===== src/design/npmg_pkg.sv =====
// Shared types and constants for the near pair midpoint generator.
`default_nettype none

package npmg_pkg;

   localparam int MAX_POINTS_DEF = 64;
   localparam int COORD_W        = 16;
   localparam int RADIUS_W       = 15;
   localparam int R2_W           = 2 * RADIUS_W;
   localparam int SQ_W           = 2 * COORD_W;
   localparam int RSP_IDX_W      = 6;

   localparam logic [RADIUS_W-1:0] RADIUS_RESET = 15'd82;

   localparam logic OP_CLEAR = 1'b0;
   localparam logic OP_ADD   = 1'b1;

   typedef struct packed {
      logic [COORD_W-1:0] x;
      logic [COORD_W-1:0] y;
      logic [COORD_W-1:0] vx;
      logic [COORD_W-1:0] vy;
      logic [COORD_W-1:0] mag;
   } pt_type;

   typedef struct packed {
      logic [COORD_W-1:0] mx;
      logic [COORD_W-1:0] my;
      logic [COORD_W-1:0] mvx;
      logic [COORD_W-1:0] mvy;
      logic [COORD_W-1:0] mmag;
   } res_type;

   // floor of the half sum of two signed 16-bit values
   function automatic logic [COORD_W-1:0] half_sum_s(input logic [COORD_W-1:0] a,
                                                     input logic [COORD_W-1:0] b);
      logic [COORD_W:0] s;
      s = {a[COORD_W-1], a} + {b[COORD_W-1], b};
      return s[COORD_W:1];
   endfunction

   // floor of the half sum of two unsigned 16-bit values
   function automatic logic [COORD_W-1:0] half_sum_u(input logic [COORD_W-1:0] a,
                                                     input logic [COORD_W-1:0] b);
      logic [COORD_W:0] s;
      s = {1'b0, a} + {1'b0, b};
      return s[COORD_W:1];
   endfunction

   // magnitude of the signed difference a - b
   function automatic logic [COORD_W-1:0] abs_diff(input logic [COORD_W-1:0] a,
                                                   input logic [COORD_W-1:0] b);
      logic [COORD_W:0] d;
      logic [COORD_W:0] n;
      d = {a[COORD_W-1], a} - {b[COORD_W-1], b};
      n = -d;
      return d[COORD_W] ? n[COORD_W-1:0] : d[COORD_W-1:0];
   endfunction

endpackage

`default_nettype wire


===== src/design/npmg_cmp.sv =====
// Distance test and midpoint pipeline for the point leaving the chain head.
`default_nettype none

module npmg_cmp
   import npmg_pkg::*;
#(
   parameter int IDX_W = 6
)
(
   input  wire logic             clock,
   input  wire logic             reset,
   input  wire logic             adv,
   input  wire logic             in_valid,
   input  wire logic [IDX_W-1:0] in_idx,
   input  wire pt_type           stored_pt,
   input  wire pt_type           new_pt,
   input  wire logic [R2_W-1:0]  r2,
   output logic                  hit,
   output logic [IDX_W-1:0]      hit_idx,
   output res_type               hit_res
);

   logic               s1_valid_ff;
   logic [IDX_W-1:0]   s1_idx_ff;
   logic [COORD_W-1:0] s1_ax_ff;
   logic [COORD_W-1:0] s1_ay_ff;
   res_type            s1_res_ff;
   res_type            s1_res_in;

   logic               s2_valid_ff;
   logic [IDX_W-1:0]   s2_idx_ff;
   logic [SQ_W-1:0]    s2_sqx_ff;
   logic [SQ_W-1:0]    s2_sqy_ff;
   res_type            s2_res_ff;

   logic [SQ_W:0]      dist2;

   always_comb begin
      s1_res_in.mx   = half_sum_s(stored_pt.x, new_pt.x);
      s1_res_in.my   = half_sum_s(stored_pt.y, new_pt.y);
      s1_res_in.mvx  = half_sum_s(stored_pt.vx, new_pt.vx);
      s1_res_in.mvy  = half_sum_s(stored_pt.vy, new_pt.vy);
      s1_res_in.mmag = half_sum_u(stored_pt.mag, new_pt.mag);
   end

   always_ff @(posedge clock) begin
      if (reset) begin
         s1_valid_ff <= 1'b0;
         s2_valid_ff <= 1'b0;
      end else if (adv) begin
         s1_valid_ff <= in_valid;
         s2_valid_ff <= s1_valid_ff;
      end
   end

   always_ff @(posedge clock) begin
      if (adv) begin
         s1_idx_ff <= in_idx;
         s1_ax_ff  <= abs_diff(new_pt.x, stored_pt.x);
         s1_ay_ff  <= abs_diff(new_pt.y, stored_pt.y);
         s1_res_ff <= s1_res_in;
         s2_idx_ff <= s1_idx_ff;
         s2_sqx_ff <= s1_ax_ff * s1_ax_ff;
         s2_sqy_ff <= s1_ay_ff * s1_ay_ff;
         s2_res_ff <= s1_res_ff;
      end
   end

   assign dist2   = {1'b0, s2_sqx_ff} + {1'b0, s2_sqy_ff};
   assign hit     = s2_valid_ff && (dist2 < (SQ_W + 1)'(r2));
   assign hit_idx = s2_idx_ff;
   assign hit_res = s2_res_ff;

endmodule

`default_nettype wire


===== config.mk =====
export PLATFORM = sky130hd
export DESIGN_NAME = npmg_cmp
export DESIGN_NICKNAME = d
export VERILOG_FILES = /design/src/design/npmg_pkg.sv /design/src/design/npmg_cmp.sv
export SDC_FILE = /design/constraint.sdc
export NUM_CORES = 1
export LEC_CHECK = 0
export BUFFER_PORTS_ARGS = -buffer_cell sky130_fd_sc_hd__buf_4
export CAP_MARGIN = 10
export CORE_MARGIN = 1.5
export CORE_UTILIZATION = 40
export DETAILED_ROUTE_END_ITERATION = 8
export GPL_TIMING_DRIVEN = 1
export PLACE_DENSITY_LB_ADDON = 0.08
export SLEW_MARGIN = 10
export SYNTH_ARGS = -nofsm -noshare
export SYNTH_HDL_FRONTEND = slang
export SYNTH_SLANG_ARGS = --single-unit

===== constraint.sdc =====
create_clock -name clock -period 11.1 [get_ports clock]
set_input_delay 2.22 -clock clock [delete_from_list [all_inputs] [get_ports clock]]
set_output_delay 2.22 -clock clock [all_outputs]
set_load 0.05 [all_outputs]

==> results of run 1 <==
==> sequential cells by signal, summed over array words and instances (netlist names) <==
register and flops:
s1_valid_ff 1, hit_idx 6, s2_sqy_ff 31, s2_sqx_ff 31, s1_idx_ff 6, s1_ay_ff 16
s1_ax_ff 16, s1_res_ff 80, s2_valid_ff 1, hit_res 80
==> cell families (layout without fill, tap and decap cells) <==
| logic type | count (synthesis) | count (layout) | share of synthesized area |
|---|---|---|---|
| muxes | 8 | 8 | 0.002816 |
| other | 0 | 2 | 0 |
| adders and majority gates | 707 | 707 | 0.3811 |
| AOI/OAI and AO/OA | 432 | 432 | 0.09578 |
| xor gates and xnor gates | 202 | 202 | 0.05942 |
| and+or+nand+nor | 636 | 636 | 0.1024 |
| DFF | 268 | 268 | 0.2696 |
| buffers and inverters | 702 | 1007 | 0.08884 |
==> worst reg2reg max path, delay by kind of cell, from the launching register on <==
family                     cells  cell delay, ns
xor gates and xnor gates       2            0.27
buffers and inverters          4            0.39
AOI/OAI and AO/OA              9            2.51
adders and majority gates      7            3.10
DFF                            1            0.70
and+or+nand+nor                1            0.25
==> final cells by class <==
class / instances / area [um2]
clock inverter: 23 / 315.3
sequential: 268 / 8028
inverter: 649 / 2436
antenna: 2 / 5.005
timing repair buffer: 291 / 2205
fill: 7085 / 39070
tap: 959 / 1200
clock buffer: 44 / 973.4
multi-input combinational: 1985 / 19100
==> stage by stage <==
stage | worst slack (ns) | hold slack (ns) | area, um2 | util | instances
2_1_floorplan | 3.623 | 0.4003 | 29770 | - | 2955
3_3_place_gp | 3.743 | 0.4008 | 32970 | 0.4496 | 4152
3_5_place_dp | 3.498 | 0.4045 | 32970 | 0.4496 | 4152
4_1_cts | 2.855 | 0.4155 | 34260 | 0.4672 | 4219
5_1_grt | 2.409 | 0.4196 | 34260 | 0.4672 | 4219
6_report | 2.900 | 0.4110 | 34260 | 0.4672 | 4221
==> cell usage in the layout, fill, tap and decap left out, types with 38 or more instances in the layout <==
cell type / synthesis / routed
edfxtp_1: 266 / 266
a21oi_1: 132 / 132
nor2_1: 164 / 164
and2_1: 68 / 68
nor3_1: 48 / 48
clkbuf_16: 0 / 38
xnor2_1: 138 / 138
nand2_1: 201 / 201
inv_1: 647 / 647
a21o_1: 55 / 55
ha_1: 374 / 374
xor2_1: 64 / 64
fa_1: 333 / 333
o21ai_0: 59 / 59
buf_4: 0 / 289
==> Yosys cell counts, types with 3 or more instances <==
library cell and count:
inv_1 647, ha_1 374, fa_1 333, edfxtp_1 266, nand2_1 201, nor2_1 164
xnor2_1 138, a21oi_1 132, and2_1 68, xor2_1 64, o21ai_0 59, a21o_1 55
clkbuf_1 50, nor3_1 48, o21bai_1 34, nor2b_1 26, nand3_1 25, nand2b_1 24
o21a_1 22, a211oi_1 16, or3_1 15, and3_1 14, a31oi_1 13, nand4_1 12
o31ai_1 12, a21boi_0 11, or2_2 10, a311oi_1 8, nor4_1 8, a2111oi_0 7
o211ai_1 6, o22ai_1 6, a31o_2 5, mux2i_1 5, o31a_1 5, o41ai_1 5
a221oi_1 4, mux2_2 3, nand3b_1 3, o21ai_1 3, o221ai_1 3
==> routing by layer <==
metal,vias up,wire (um)
met5,-,33
met4,6,1455
met3,82,4314
met2,383,31040
met1,10087,29490
li1,10200,-
==> path summary, 6_finish.rpt <==
check / start / to / slack, ns / cells after the start
max: s2_sqx_ff[3] / hit / 2.90 / 18
min reg2reg: s1_res_ff[16] / hit_res[16] / 0.41 / 0
max reg2reg: s1_ay_ff[3] / s2_sqy_ff[30] / 3.62 / 23
min: s1_res_ff[16] / hit_res[16] / 0.41 / 0
==> results.md, run 1 <==
- Status: completed
- Crit end category: output pin
- Initial Util: 0.4060
- Top post-synthesis cells by area: edfxtp_1 27%, fa_1 22%, ha_1 16%, inv_1 8.2%, xnor2_1 4.1%
- Final ANT Viol Nets: 0
- Syn_area_per_cell: 10.08 um2
- GRT Overall Usage: 0.1798
- Bufs and invs on worst path: 2
- H-Tree Depth: 2
- Final setup fails: 0
- Core region area: 73330 um2
- Clk sinks: 268
- Library cells used by synthesis: 80
- Global-route met3 utilization: 0.04506
- Max-cap check violation count: 0
- Top delay family on crit path: compound AO/OA/AOI/OAI gates
- Initial DRT Pass Iterations: 5
- Peak fanout along the critical path: 6
- Detailed-route wire length per cell: 15.71 um
- # hold bufs at CTS: 0
- Syn_nets: 3862
- Vias: 20758
- Die height: 275.8 um
- Vias in the first global route: 21899
- Layout cells sized above 1: 0.1175
- TritonCTS clock tree: yes
- Clk pin slew, worst setup/hold paths: 0.06 ns
- Worst path slowest cell: o31ai_1
- Largest net degree at the start of global routing: about 160
- Critical Path RT: between 8 and 9 ns
- Seq cells post-synth: 268
- Final period utilization: 0.7387
- Die width: 275.8 um
- Die area: 76080 um2
- Worst path most repeated cell: a21oi_1
- Postcts setup bufs: 0
- Slew Limit Fails: 0
- Met2 Usage GRT: 0.2968
- Worst Setup Start Kind: flip-flop
- RSZ-0062 raised after global routing: false
- Setup tns final: 0 ns
- Critical Path AT: 5.98 ns
- Remaining DRCs: 0
- Final Hold Fails: 0
- DRT Wirelength: approximately 66000 um
- Register area share after synthesis: 0.2696
- Global Route met1 Usage: 0.2347
- Worst-Margin Slew: between 1 and 1.5 ns
- Fmax: approximately 0.12 GHz
- Layout Skew: 0.01585 ns
- Cell taking the most area after synthesis: edfxtp_1
- Mapped Area: 29770 um2
- Layout Nets: 4139
- Row count: 99
- Post-DP HPWL: around 54000 um
- Root Buffer: clkbuf_16
- Post-synth top area share: 0.2683
- Post-cts resize count: 0
- WS Path Type: flip-flop to output pin
- Headroom to the max-slew limit: 0.2107
- I/O pins: 287
- GRT Max-Usage Layer: met2
- Layout area overhead: 15.08%
- Synthesized instance count: ~3000
- Antenna violations before repair: 5
- CP cell instances: ha_1, a21oi_1, o21bai_1, a21oi_1, nor4_1, a2111oi_2, o31ai_1, a21oi_1, o21bai_1, xor2_1, ha_1, or4_1, a221oi_1, o21ai_0, a21o_1, nor4_1, buf_4, buf_4
- Yosys warning total: 0
- Worst-Skew Late Latency: ~0.57 ns
- Hold Path Class: flip-flop to flip-flop
- Starting DRT DRC Count: 1011
- Clk buf depth: 3
- Num CTS Buffers: 37
- Overflow after GRT: 0
- Asr flop ratio synth: 0
- Number of flops mapped to enable cells by yosys: 266
- DR vias/cell: just under 5
- Final Critical Period: approximately 8 ns
- # port buffers: between 200 and 300
- Wire length of the first global-routing pass: roughly 110000 um
- Top FF cell, synth: edfxtp_1
- Slowest stage delay, CP: between 0.8 and 0.9 ns
- GP Congestion: 0.8647
Power of run 1 is left out: the tool's default activity adds up to more than one toggle a clock period on the data nets, which glitch-free logic cannot reach.
==> inputs of run 2 (changes only) <==
--- a/config.mk
+++ b/config.mk
@@ -5,6 +5,7 @@
 export SDC_FILE = /design/constraint.sdc
 export NUM_CORES = 1
 export LEC_CHECK = 0
+export ABC_AREA = 1
 export BUFFER_PORTS_ARGS = -buffer_cell sky130_fd_sc_hd__buf_4
 export CAP_MARGIN = 10
 export CORE_MARGIN = 1.5
==> constraint.sdc (replaced) <==
create_clock -name clock -period 6.9 [get_ports clock]
set_input_delay 1.38 -clock clock [delete_from_list [all_inputs] [get_ports clock]]
set_output_delay 1.38 -clock clock [all_outputs]
set_load 0.05 [all_outputs]
==> results.md, run 2 <==
- Post-cts resize count: 0
- DR vias/cell: 4.741
- Clk buf depth: 3
- Clk pin slew, worst setup/hold paths: 0.06 ns
- Most frequent cell after synthesis: inv_1
- Worst Setup Start Kind: flip-flop
- Synthesized instance count: 3704
- Cell taking the most area after synthesis: edfxtp_1
- Seq cells post-synth: about 270
- Most common cell after layout, fill and taps aside: inv_1
- Slew Limit Fails: 0
- Worst-Skew Late Latency: between 0.5 and 0.6 ns
- # fillers: 7928
- Initial DRT Pass Iterations: 7
- Worst path slowest cell: edfxtp_1
- Root Buffer: clkbuf_16
- Die width: 285.3 um
- Antenna violations before repair: 1
- GRT Overall Usage: 0.2036
- DRT Wirelength: about 81000 um
- Layout cells sized above 1: 0.1004
- Final setup fails: 0
- Critical Path Start: s1_ay_ff[6]
- Mapped Area: 31870 um2
- Wire length of the first global-routing pass: 131700 um
- Register area share after synthesis: 0.2519
- Top post-synthesis cells by area: edfxtp_1 25%, fa_1 21%, ha_1 15%, inv_1 10%, nand2_1 8.9%
- Layout area overhead: 13.67%
- Peak fanout along the critical path: 16
- Bufs and invs on worst path: 3
- Vias: 23867
- Top delay family on crit path: adder cells
- Hold Path Class: flip-flop to flip-flop
- Remaining DRCs: 0
- RSZ-0062 raised after global routing: false
- WS Path Type: flip-flop to flip-flop
- Fmax: 0.1621 GHz
- Die area: 81380 um2
- Critical Path RT: just over 7 ns
- Post-DP HPWL: 68740 um
- Diodes inserted: 0
- Critical Path AT: 6.46 ns
- Final ANT Viol Nets: 0
- Crit end category: flip-flop
- Worst r2r src: s1_ay_ff[6]
- Max-cap check violation count: 0
- Syn_area_per_cell: 8.604 um2
- Setup tns final: 0 ns
- Overflow after GRT: 0
- Status: completed
- Largest net degree at the start of global routing: 122
- Die height: 285.3 um
- Yosys warning total: 0
- Syn_nets: 4611
- Vias in the first global route: 25140
- Sequential cell area: 8028 um2
- # hold bufs at CTS: 0
- Worst-Margin Slew: 0.8429 ns
- Asr flop ratio synth: 0
- # port buffers: 286
- Commonest cells in the netlist: 870 x inv_1, 759 x nand2_1, 374 x ha_1
- Initial Util: 0.4041
- Clk sinks: between 200 and 300
- Library cells used by synthesis: 50
- I/O pins: 287
- Worst path most repeated cell: fa_1
- CP cell instances: nand2_1, fa_1, inv_1, fa_1, fa_1, fa_1, fa_1, inv_1, fa_1, inv_1, ha_1, nand2_1, nor4_1, nand4_1, nand3_1, a21oi_1, xnor2_1
- Starting DRT DRC Count: between 1000 and 1500
- Postcts setup bufs: 0
- Headroom to the max-slew limit: 0.4381
- Number of flops mapped to enable cells by yosys: 266
- Final Critical Period: roughly 6.2 ns
- Detailed-route wire length per cell: around 16 um
- Final period utilization: 0.8939
- Final Hold Fails: 0
- Post-synth top area share: 0.2506
- Top FF cell, synth: edfxtp_1
- Slowest stage delay, CP: 0.84 ns
- H-Tree Depth: 2
- GP Congestion: 0.8971
- Core region area: slightly below 80000 um2
- Most frequent cells in the layout: 870 x inv_1, 759 x nand2_1, 374 x ha_1, 333 x fa_1, 289 x buf_4
- Hold Startpoint: s1_res_ff[50]
- Layout Nets: 4869
- Row count: 103
- TritonCTS clock tree: yes
- Num CTS Buffers: 36
- Footprint of the multi-input gates: 20260 um2
- Layout Skew: slightly below 0.04 ns
==> run 2: path summary, 6_finish.rpt <==
check                  end  slack [ns]  cells after the start
min            hit_res[50]        0.41                      0
min reg2reg    hit_res[50]        0.41                      0
max          s2_sqy_ff[25]        0.73                     17
max reg2reg  s2_sqy_ff[25]        0.73                     17
==> run 2: final cells by class <==
class	instances	area share
Multi-Input combinational cell	2489	0.5591
Sequential cell	268	0.2216
Tap cell	1050	0.03626
Inverter	876	0.09090
Timing Repair Buffer	291	0.06086
Clock buffer	42	0.02608
Clock inverter	18	0.005181
==> run 2: stage by stage <==
step                  util  hold WS [ns]  setup slack [ns]  cell area [um2]  instances
finish              0.4593        0.4101            0.7322            36230       5034
global route        0.4593        0.4140            0.3893            36230       5034
CTS                 0.4593        0.4084            0.7507            36230       5034
detailed placement  0.4450        0.4045            0.7826            35090       4974
global placement    0.4450        0.4002            0.7841            35090       4974
floorplan                -        0.4003             1.292            31870       3704
==> run 2: kinds of logic (layout without fill, tap and decap cells) <==
| kind of cell | after synthesis | after routing | synth area share |
|---|---|---|---|
| adders and majority gates | 707 | 707 | 0.3560 |
| and+or+nand+nor | 1192 | 1192 | 0.1552 |
| xor gates and xnor gates | 194 | 194 | 0.05332 |
| AOI/OAI and AO/OA | 396 | 396 | 0.07102 |
| DFF | 268 | 268 | 0.2519 |
| buffers and inverters | 947 | 1227 | 0.1125 |
==> run 2: worst reg2reg max path, cell delays in order, from the launching register on <==
cell and delay (ns):
edfxtp_1 0.84, nand2_1 0.25, fa_1 0.58, inv_1 0.05
fa_1 0.53, fa_1 0.44, fa_1 0.50, fa_1 0.48
inv_1 0.05, fa_1 0.47, inv_1 0.04, ha_1 0.37
nand2_1 0.16, nor4_1 0.60, nand4_1 0.16, nand3_1 0.17
a21oi_1 0.10, xnor2_1 0.14
==> run 2: layer usage <==
layer | global-route usage | vias to the layer above | share of wire
met1 | 0.2584 | 11182 | 0.44
met3 | 0.05688 | 76 | 0.075
met5 | 0 | - | 0.00015
li1 | - | 12100 | -
met4 | 0.04418 | 2 | 0.020
met2 | 0.3445 | 507 | 0.47
Power of run 2 is left out for the same reason.
